===== config.mk =====
export PLATFORM = sky130hd
export DESIGN_NAME = matrix4x4_multiply
export DESIGN_NICKNAME = d
export VERILOG_FILES = /design/src/rtl/mtx4_pkg.sv /design/src/rtl/mtx4_dpath.sv /design/src/rtl/mtx4_ctrl.sv /design/src/rtl/matrix4x4_multiply.sv
export SDC_FILE = /design/constraint.sdc
export NUM_CORES = 2
export LEC_CHECK = 0
export ABC_AREA = 1
export BUFFER_PORTS_ARGS = -buffer_cell sky130_fd_sc_hd__buf_2
export CORE_ASPECT_RATIO = 1.4
export CORE_MARGIN = 1.5
export CORE_UTILIZATION = 30
export DETAILED_ROUTE_END_ITERATION = 16
export SLEW_MARGIN = 20
export SYNTH_ARGS = -nofsm -noshare
export SYNTH_HDL_FRONTEND = slang
export SYNTH_SLANG_ARGS = --single-unit

===== constraint.sdc =====
create_clock -name clk -period 8.3 [get_ports clk]
set_input_delay 0 -clock clk [delete_from_list [all_inputs] [get_ports clk]]
set_output_delay 0 -clock clk [all_outputs]
set_load 0.02 [all_outputs]

===== src/rtl/mtx4_pkg.sv =====
// Shared types, constants and helpers for the 4x4 fixed-point matrix multiplier.
// No dependencies; used by every module under rtl/.
`timescale 1ns / 1ps

package mtx4_pkg;

	// Element format: signed fixed point, ELEM_W bits with FRAC_W fraction bits
	localparam int ELEM_W = 32;
	localparam int FRAC_W = 16;
	localparam int PROD_W = 2 * ELEM_W;
	// four products summed: two guard bits keep the sum exact
	localparam int ACC_W  = PROD_W + 2;
	localparam int SAT_LO = FRAC_W + ELEM_W - 1;

	localparam logic [ELEM_W-1:0] IDENT_ONE = ELEM_W'(64'd1 << FRAC_W);
	localparam logic [ELEM_W-1:0] ELEM_MAX  = {1'b0, {(ELEM_W-1){1'b1}}};
	localparam logic [ELEM_W-1:0] ELEM_MIN  = {1'b1, {(ELEM_W-1){1'b0}}};

	// Command codes
	localparam logic [1:0] CMD_WR_LEFT  = 2'd0;
	localparam logic [1:0] CMD_WR_RIGHT = 2'd1;
	localparam logic [1:0] CMD_COMPUTE  = 2'd2;

	// Input item
	typedef struct packed {
		logic [1:0]         cmd;
		logic [3:0]         elem_index;
		logic signed [31:0] elem_value;
	} mtx4_item_t;

	// Result item
	typedef struct packed {
		logic signed [31:0] prod_value;
		logic [3:0]         prod_index;
		logic               sat_flag;
		logic               last_elem;
	} mtx4_result_t;

	// Controller to datapath commands
	typedef struct packed {
		logic       wr_left;
		logic       wr_right;
		logic       issue;   // one multiply-add step this cycle
		logic [5:0] step;    // {row, col, k}
	} mtx4_cmd_t;

	// Datapath to controller status
	typedef struct packed {
		logic fin_done;      // final product element is on the output
	} mtx4_stat_t;

	// Identity matrix reset value for a row-major position
	function automatic logic [ELEM_W-1:0] ident_elem(input logic [3:0] idx);
		ident_elem = (idx[3:2] == idx[1:0]) ? IDENT_ONE : '0;
	endfunction

endpackage


===== src/rtl/mtx4_dpath.sv =====
// Datapath: matrix element registers, shared MAC pipeline, floor shift and saturation.
// Depends on mtx4_pkg.
`timescale 1ns / 1ps

module mtx4_dpath (
	input  logic                  clk,
	input  logic                  arst_n,
	input  mtx4_pkg::mtx4_item_t  item,
	input  mtx4_pkg::mtx4_cmd_t   cmd,
	output mtx4_pkg::mtx4_stat_t  stat,
	output logic                  strobe,
	output mtx4_pkg::mtx4_result_t result
);

	logic [mtx4_pkg::ELEM_W-1:0] left_q  [16];
	logic [mtx4_pkg::ELEM_W-1:0] right_q [16];

	logic [1:0] row, col, kk;

	logic signed [mtx4_pkg::ELEM_W-1:0] a_s1, b_s1;
	logic        vld_s1, first_s1, last_s1;
	logic [3:0]  pos_s1;

	logic signed [mtx4_pkg::PROD_W-1:0] p_s2;
	logic        vld_s2, first_s2, last_s2;
	logic [3:0]  pos_s2;

	logic signed [mtx4_pkg::ACC_W-1:0] acc_q;
	logic        fin_s3;
	logic [3:0]  pos_s3;

	logic signed [mtx4_pkg::ACC_W-1:0] p_ext;
	logic [mtx4_pkg::ACC_W-1:mtx4_pkg::SAT_LO] acc_hi;
	logic        no_clip;

	logic                   strobe_q;
	mtx4_pkg::mtx4_result_t result_q;

	assign row = cmd.step[5:4];
	assign col = cmd.step[3:2];
	assign kk  = cmd.step[1:0];

	// Element registers, reset to identity
	always_ff @(posedge clk or negedge arst_n) begin
		if (!arst_n) begin
			for (int i = 0; i < 16; i++) begin
				left_q[i]  <= mtx4_pkg::ident_elem(4'(i));
				right_q[i] <= mtx4_pkg::ident_elem(4'(i));
			end
		end else begin
			if (cmd.wr_left)
				left_q[item.elem_index] <= item.elem_value[mtx4_pkg::ELEM_W-1:0];
			if (cmd.wr_right)
				right_q[item.elem_index] <= item.elem_value[mtx4_pkg::ELEM_W-1:0];
		end
	end

	// Stage 1: operand fetch
	always_ff @(posedge clk or negedge arst_n) begin
		if (!arst_n) begin
			vld_s1 <= 1'b0;
		end else begin
			vld_s1 <= cmd.issue;
		end
	end

	always_ff @(posedge clk) begin
		a_s1     <= left_q[{row, kk}];
		b_s1     <= right_q[{kk, col}];
		first_s1 <= (kk == 2'd0);
		last_s1  <= (kk == 2'd3);
		pos_s1   <= {row, col};
	end

	// Stage 2: signed multiply
	always_ff @(posedge clk or negedge arst_n) begin
		if (!arst_n) begin
			vld_s2 <= 1'b0;
		end else begin
			vld_s2 <= vld_s1;
		end
	end

	always_ff @(posedge clk) begin
		p_s2     <= mtx4_pkg::PROD_W'(a_s1 * b_s1);
		first_s2 <= first_s1;
		last_s2  <= last_s1;
		pos_s2   <= pos_s1;
	end

	// Stage 3: accumulate four products exactly
	assign p_ext = mtx4_pkg::ACC_W'(p_s2);

	always_ff @(posedge clk or negedge arst_n) begin
		if (!arst_n) begin
			fin_s3 <= 1'b0;
		end else begin
			fin_s3 <= vld_s2 && last_s2;
		end
	end

	always_ff @(posedge clk) begin
		if (vld_s2)
			acc_q <= first_s2 ? p_ext : acc_q + p_ext;
		pos_s3 <= pos_s2;
	end

	// Floor shift is a bit-select; clip when the bits above the result are not all sign
	assign acc_hi  = acc_q[mtx4_pkg::ACC_W-1:mtx4_pkg::SAT_LO];
	assign no_clip = (&acc_hi) || !(|acc_hi);

	// Output register
	always_ff @(posedge clk or negedge arst_n) begin
		if (!arst_n) begin
			strobe_q <= 1'b0;
		end else begin
			strobe_q <= fin_s3;
		end
	end

	always_ff @(posedge clk) begin
		if (fin_s3) begin
			if (no_clip)
				result_q.prod_value <= acc_q[mtx4_pkg::SAT_LO:mtx4_pkg::FRAC_W];
			else if (acc_q[mtx4_pkg::ACC_W-1])
				result_q.prod_value <= mtx4_pkg::ELEM_MIN;
			else
				result_q.prod_value <= mtx4_pkg::ELEM_MAX;
			result_q.prod_index <= pos_s3;
			result_q.sat_flag   <= !no_clip;
			result_q.last_elem  <= (pos_s3 == 4'd15);
		end
	end

	assign strobe        = strobe_q;
	assign result        = result_q;
	assign stat.fin_done = strobe_q && result_q.last_elem;

endmodule


===== src/rtl/mtx4_ctrl.sv =====
// Controller: accepts items, sequences the 64 multiply-add steps of a compute.
// Depends on mtx4_pkg.
`timescale 1ns / 1ps

module mtx4_ctrl (
	input  logic                 clk,
	input  logic                 arst_n,
	input  logic                 start,
	input  logic [1:0]           item_cmd,
	input  mtx4_pkg::mtx4_stat_t stat,
	output logic                 busy,
	output mtx4_pkg::mtx4_cmd_t  cmd
);

	localparam logic [1:0] ST_IDLE  = 2'd0;
	localparam logic [1:0] ST_RUN   = 2'd1;
	localparam logic [1:0] ST_DRAIN = 2'd2;

	logic [1:0] state_q;
	logic [5:0] step_q;
	logic       accept;

	assign busy   = (state_q != ST_IDLE);
	assign accept = start && !busy;

	// Sequencer
	always_ff @(posedge clk or negedge arst_n) begin
		if (!arst_n) begin
			state_q <= ST_IDLE;
			step_q  <= '0;
		end else begin
			unique case (state_q)
				ST_IDLE: begin
					step_q <= '0;
					if (accept && item_cmd == mtx4_pkg::CMD_COMPUTE)
						state_q <= ST_RUN;
				end
				ST_RUN: begin
					step_q <= step_q + 6'd1;
					if (step_q == 6'd63)
						state_q <= ST_DRAIN;
				end
				ST_DRAIN: begin
					if (stat.fin_done)
						state_q <= ST_IDLE;
				end
				default: begin
					state_q <= ST_IDLE;
				end
			endcase
		end
	end

	// Commands to datapath
	assign cmd.wr_left  = accept && (item_cmd == mtx4_pkg::CMD_WR_LEFT);
	assign cmd.wr_right = accept && (item_cmd == mtx4_pkg::CMD_WR_RIGHT);
	assign cmd.issue    = (state_q == ST_RUN);
	assign cmd.step     = step_q;

	a_done_in_drain: assert property (@(posedge clk) disable iff (!arst_n)
		stat.fin_done |-> state_q == ST_DRAIN)
		else $error("final result outside drain");

	a_run_to_drain: assert property (@(posedge clk) disable iff (!arst_n)
		(state_q == ST_RUN && step_q == 6'd63) |=> state_q == ST_DRAIN)
		else $error("run did not end after 64 steps");

	a_idle_step_zero: assert property (@(posedge clk) disable iff (!arst_n)
		(state_q == ST_IDLE) |=> (state_q != ST_RUN || step_q == 6'd0))
		else $error("run started at nonzero step");

	a_no_write_busy: assert property (@(posedge clk) disable iff (!arst_n)
		(cmd.wr_left || cmd.wr_right) |-> state_q == ST_IDLE)
		else $error("element write while busy");

endmodule


===== src/rtl/matrix4x4_multiply.sv =====
// 4x4 signed Q16.16 matrix multiplier. Write: busy stays low.
// Compute: 64 multiply-adds on one shared MAC, one step per cycle; results are strobed
// one by one in row-major order, and busy stays high until the last one is strobed.
// Results carry a one-cycle strobe and cannot be stalled.
// Reset (arst_n low, asynchronous) loads both matrices with identity.
`timescale 1ns / 1ps

module matrix4x4_multiply (
	input  logic                   clk,
	input  logic                   arst_n,
	input  logic                   start,
	output logic                   busy,
	input  mtx4_pkg::mtx4_item_t   item,
	output logic                   strobe,
	output mtx4_pkg::mtx4_result_t result
);

	mtx4_pkg::mtx4_cmd_t  cmd;
	mtx4_pkg::mtx4_stat_t stat;

	mtx4_ctrl u_ctrl (
		.clk      (clk),
		.arst_n   (arst_n),
		.start    (start),
		.item_cmd (item.cmd),
		.stat     (stat),
		.busy     (busy),
		.cmd      (cmd)
	);

	mtx4_dpath u_dpath (
		.clk    (clk),
		.arst_n (arst_n),
		.item   (item),
		.cmd    (cmd),
		.stat   (stat),
		.strobe (strobe),
		.result (result)
	);

endmodule

==> run summary <==
GLOBAL ROUTE
--------------------------------------------------------------------------------------------------
Most utilized layer in the global route result ......................................         met2
Initial antenna violation count .....................................................           10
Fraction of met3 tracks used by global routing ......................................        2.08%
Total routing usage reported by global routing ......................................        18.3%
Met2 capacity usage during global routing ...........................................        32.4%
Number of global-route vias before repair ...........................................        78.2k
Global-route met1 utilization .......................................................        21.7%
Global-route wire length before repair ..............................................   458,000 µm
Grt ovf .............................................................................            0
Pin count of the biggest net entering global routing ................................          177

CRITICAL PATH
--------------------------------------------------------------------------------------------------
Most numerous cell on the critical path .............................................         fa_1
Type of the worst setup path ........................................................   reg -> reg
Setup slack on the worst flop-to-flop path ..........................................       560 ps
Critical path origin ................................................................ u_dpath.a_s1[10]
Delay of the slowest cell on the worst path .........................................      1100 ps
CP endpoint ......................................................................... u_dpath.p_s2[50]
Crit path depth .....................................................................           21
Worst Setup Start Kind ..............................................................     register
CP Cell Sequence .................................................................... buf_4, nand2_1, fa_1, fa_1, inv_1, fa_1, fa_1, fa_1, fa_1, fa_1, fa_1, ha_1, nand2_1, nor2_1, inv_1, nor2_1, inv_1, o21ai_0, nand2_1, nand3_1, xor2_1
Worst reg2reg path endpoint ......................................................... u_dpath.p_s2[50]
Critical Path End Type ..............................................................     register
Worst r2r src ....................................................................... u_dpath.a_s1[10]
Maximum fanout encountered on the critical timing path ..............................           15
Data required time of the worst path ................................................      9040 ps
Number of buffer and inverter instances along the worst setup path ..................            4
Cell depth of the worst flop-to-flop path ...........................................           21
Worst path slowest cell .............................................................      dfxtp_1
Crit path max-delay family ..........................................................  adder cells
Critical Path AT ....................................................................      8480 ps

DIE
--------------------------------------------------------------------------------------------------
Core Rows ...........................................................................          244
Core area ...........................................................................  316,000 µm²
Die width ...........................................................................       479 µm
Initial core utilization ............................................................        30.2%
Overall die area ....................................................................  321,000 µm²
Number of placed I/O pins ...........................................................           81
Y dimension of the die ..............................................................       670 µm

CLOCKING
--------------------------------------------------------------------------------------------------
Root buf cell .......................................................................    clkbuf_16
Number of buffers inserted during clock tree synthesis ..............................          146
Post-CTS Setup Repair Bufs ..........................................................            0
Clock tree buffer depth .............................................................            3
Clock net sink count ................................................................        1,284
Clock transition time at the flip-flop clock pins of the worst setup and hold paths .        60 ps
Max H-tree Level ....................................................................            4
Insertion delay to the later sink of the worst-skew pair ............................       830 ps
Clock tree from TritonCTS ...........................................................        built

JOB
--------------------------------------------------------------------------------------------------
Count of max-cap constraint violations ..............................................            0

LOGIC SYNTHESIS
--------------------------------------------------------------------------------------------------
Fraction of the yosys area taken by sequential cells ................................        33.6%
Yosys cell types ....................................................................           48
Syn nets ............................................................................        12.8k
Netlist area before placement .......................................................   95,200 µm²
Number of flip-flops and latches in the synthesized netlist .........................        1,284
Library cell with the largest summed area after synthesis ...........................      dfrtp_1
Syn Area/Cell .......................................................................     8.33 µm²
Most area-consuming cells after synthesis ........................................... dfrtp_1 (27%), fa_1 (23%), nand2_1 (11%), o21ai_0 (7.9%), inv_1 (7.2%)
Syn. warnings .......................................................................            0
Proportion of netlist area held by the largest area contributor .....................        27.0%
Mapped Cells ........................................................................        11.4k

PLACE
--------------------------------------------------------------------------------------------------
Port Buf Inserts ....................................................................           80
Placer congestion estimate ..........................................................        0.997
Final HPWL DP .......................................................................   206,000 µm

TIMING
--------------------------------------------------------------------------------------------------
Max-slew violations .................................................................            0
Tightest Pin Transition .............................................................      1290 ps
Final clock period utilization by the worst path ....................................        93.3%
Number of hold-slack violations in the final timing report ..........................            0
Setup-violating endpoint count in the final report ..................................            0
Time the worst path needs with I/O delays and setup .................................      7740 ps
Hold slack final ....................................................................      29.0 ps
Setup repair after global routing missed its margin .................................           no
Post-route clock skew ...............................................................      55.4 ps
Max-Slew Margin vs Limit ............................................................        12.8%
Final total negative setup slack ....................................................         0 ps
Maximum operating frequency .........................................................      129 MHz

FINISH
--------------------------------------------------------------------------------------------------
Nets ................................................................................        12.6k
Share of cells above drive strength 1 ...............................................        5.07%
Layout overhead on the synthesized area .............................................        10.2%
Fill count ..........................................................................        33.3k

ROUTE
--------------------------------------------------------------------------------------------------
Routed via count divided by cell count ..............................................         4.87
Detailed-route wire length ..........................................................   293,000 µm
Vias ................................................................................        75.3k
Remaining antenna violation count ...................................................            0
Remaining design rule violation count ...............................................            0
Number of detailed-route iterations in the first pass ...............................            6
1st-iter DRT viols ..................................................................        5,912
Avg WL per Cell .....................................................................      18.9 µm

WORST HOLD PATH
--------------------------------------------------------------------------------------------------
Worst min path class ................................................................    in -> reg

POWER AND IR DROP
--------------------------------------------------------------------------------------------------
Int Pwr .............................................................................      10.3 mW
Sequential share of power ...........................................................        47.4%
Max IR drop VDD .....................................................................     0.164 mV
Reported leakage power ..............................................................      53.5 nW
Combinational share of power ........................................................         1.6%
Fraction of power spent switching nets ..............................................        22.8%
Share of total power in the clock network ...........................................        51.0%
Net load switching power ............................................................      3.03 mW
Total power density per cell area ...................................................   127 nW/µm²

STATUS
--------------------------------------------------------------------------------------------------
Status .............................................................................. complete, no violations

worst min path at each step:
stage	startpoint	to	slack (ps)	depth (start not counted)
after global placement	arst_n	u_dpath.left_q[455]	100	1
final	item[8]	u_dpath.left_q[168]	30	3
after global routing	item[15]	u_dpath.left_q[175]	60	3
after detailed placement	arst_n	u_dpath.left_q[455]	100	1
after floorplan	arst_n	u_ctrl.state_q[0]	-300	0
after CTS	item[18]	u_dpath.left_q[18]	3	3
final cells by class:
cell class	count	area (µm²)	area share (%)
Antenna cell	3	7.51	0.00716
Tap cell	4182	5230	4.99
Timing Repair Buffer	289	2440	2.33
Clock buffer	213	4250	4.05
Multi-Input combinational cell	7616	53300	50.8
Sequential cell	1284	32000	30.5
Clock inverter	55	828	0.789
Inverter	1843	6940	6.62
state kept, by name, summed over array words and instances, names as in the netlist:
register and cells:
u_ctrl.state_q 2, u_ctrl.step_q 6, u_dpath.a_s1 32, u_dpath.acc_q 66, u_dpath.b_s1 32, u_dpath.fin_s3 1, u_dpath.first_s1 1, u_dpath.first_s2 1
u_dpath.last_s1 1, u_dpath.last_s2 1, u_dpath.left_q 512, u_dpath.p_s2 64, u_dpath.pos_s1 4, u_dpath.pos_s2 4, u_dpath.pos_s3 4, u_dpath.result 38
u_dpath.right_q 512, u_dpath.strobe 1, u_dpath.vld_s1 1, u_dpath.vld_s2 1
what timing repair did:
action	in CTS	in global routing
hold endpoints to repair	789	0
gates resized for setup	0	0
endpoints found under the setup margin	0	0
hold buffers	33	0
power groups by stage:
stage / clock network (mW) / registers (mW) / logic (mW)
3_3_place_gp: 0 / 6.43 / 0.214
2_1_floorplan: 0 / 6.43 / 0.0591
3_5_place_dp: 0 / 6.43 / 0.211
4_1_cts: 6.91 / 6.31 / 0.226
5_1_grt: 7.15 / 6.31 / 0.249
6_report: 6.79 / 6.31 / 0.219
cells in the mapped netlist, drive strengths merged:
library cell and instances:
inv 1838, o211ai 19, o221ai 50, o21bai 25
nand3 254, dfrtp 1028, a221oi 63, o31ai 4
edfxtp 104, and2 2, o2111ai 1, and3 5
dfxtp 144, a21boi 7, nand2 2922, a22oi 64
a21oi 177, dfstp 8, nand4 31, clkinv 5
o22ai 78, a21o 13, nor3 27, fa 1083
or2 26, clkbuf 544, nand3b 23, ha 251
a31oi 7, xnor2 20, buf 147, a2bb2oi 1
a32o 1, nor2 711, nor4 15, o21ai 1679
xor2 47, o21a 10
tightest hold or removal path: cells and delay by family:
kind                   cells  cell delay (ps)
buffers and inverters      2              540
AOI/OAI and AO/OA          1              280
per-stage QoR:
stage,total power [mW],setup WS [ps],instance area (µm²),utilization (%),instances
3_5_place_dp,6.64,737,99500,31.5,15181
3_3_place_gp,6.64,659,99500,31.5,15181
2_1_floorplan,6.49,1250,95200,-,11434
4_1_cts,13.4,728,105000,33.2,15482
6_report,13.3,558,105000,33.2,15485
5_1_grt,13.7,267,105000,33.2,15484
layer usage:
| layer | wire (µm) | up-vias |
|---|---|---|
| met1 | 117000 | 37428 |
| met2 | 147000 | 2225 |
| met4 | 15400 | 2 |
| li1 | - | 34942 |
| met5 | 11 | - |
| met3 | 14100 | 751 |
cell usage in the layout (no fill, tap or decap), types with 177 or more instances in the layout:
master / n
nand2_1: 2889
inv_1: 1833
o21ai_0: 1502
fa_1: 1083
dfrtp_1: 1022
nor2_1: 708
nand3_1: 254
ha_1: 251
a21oi_1: 177
o21ai_1: 177
cells by family after synthesis:
group           synth area share [%]
flops                           33.6
xor+xnor                       0.616
fa+ha+maj                       26.1
simple gates                    16.7
buf+inv                         10.5
compound gates                  12.5
(Power assumes the default switching activity.)
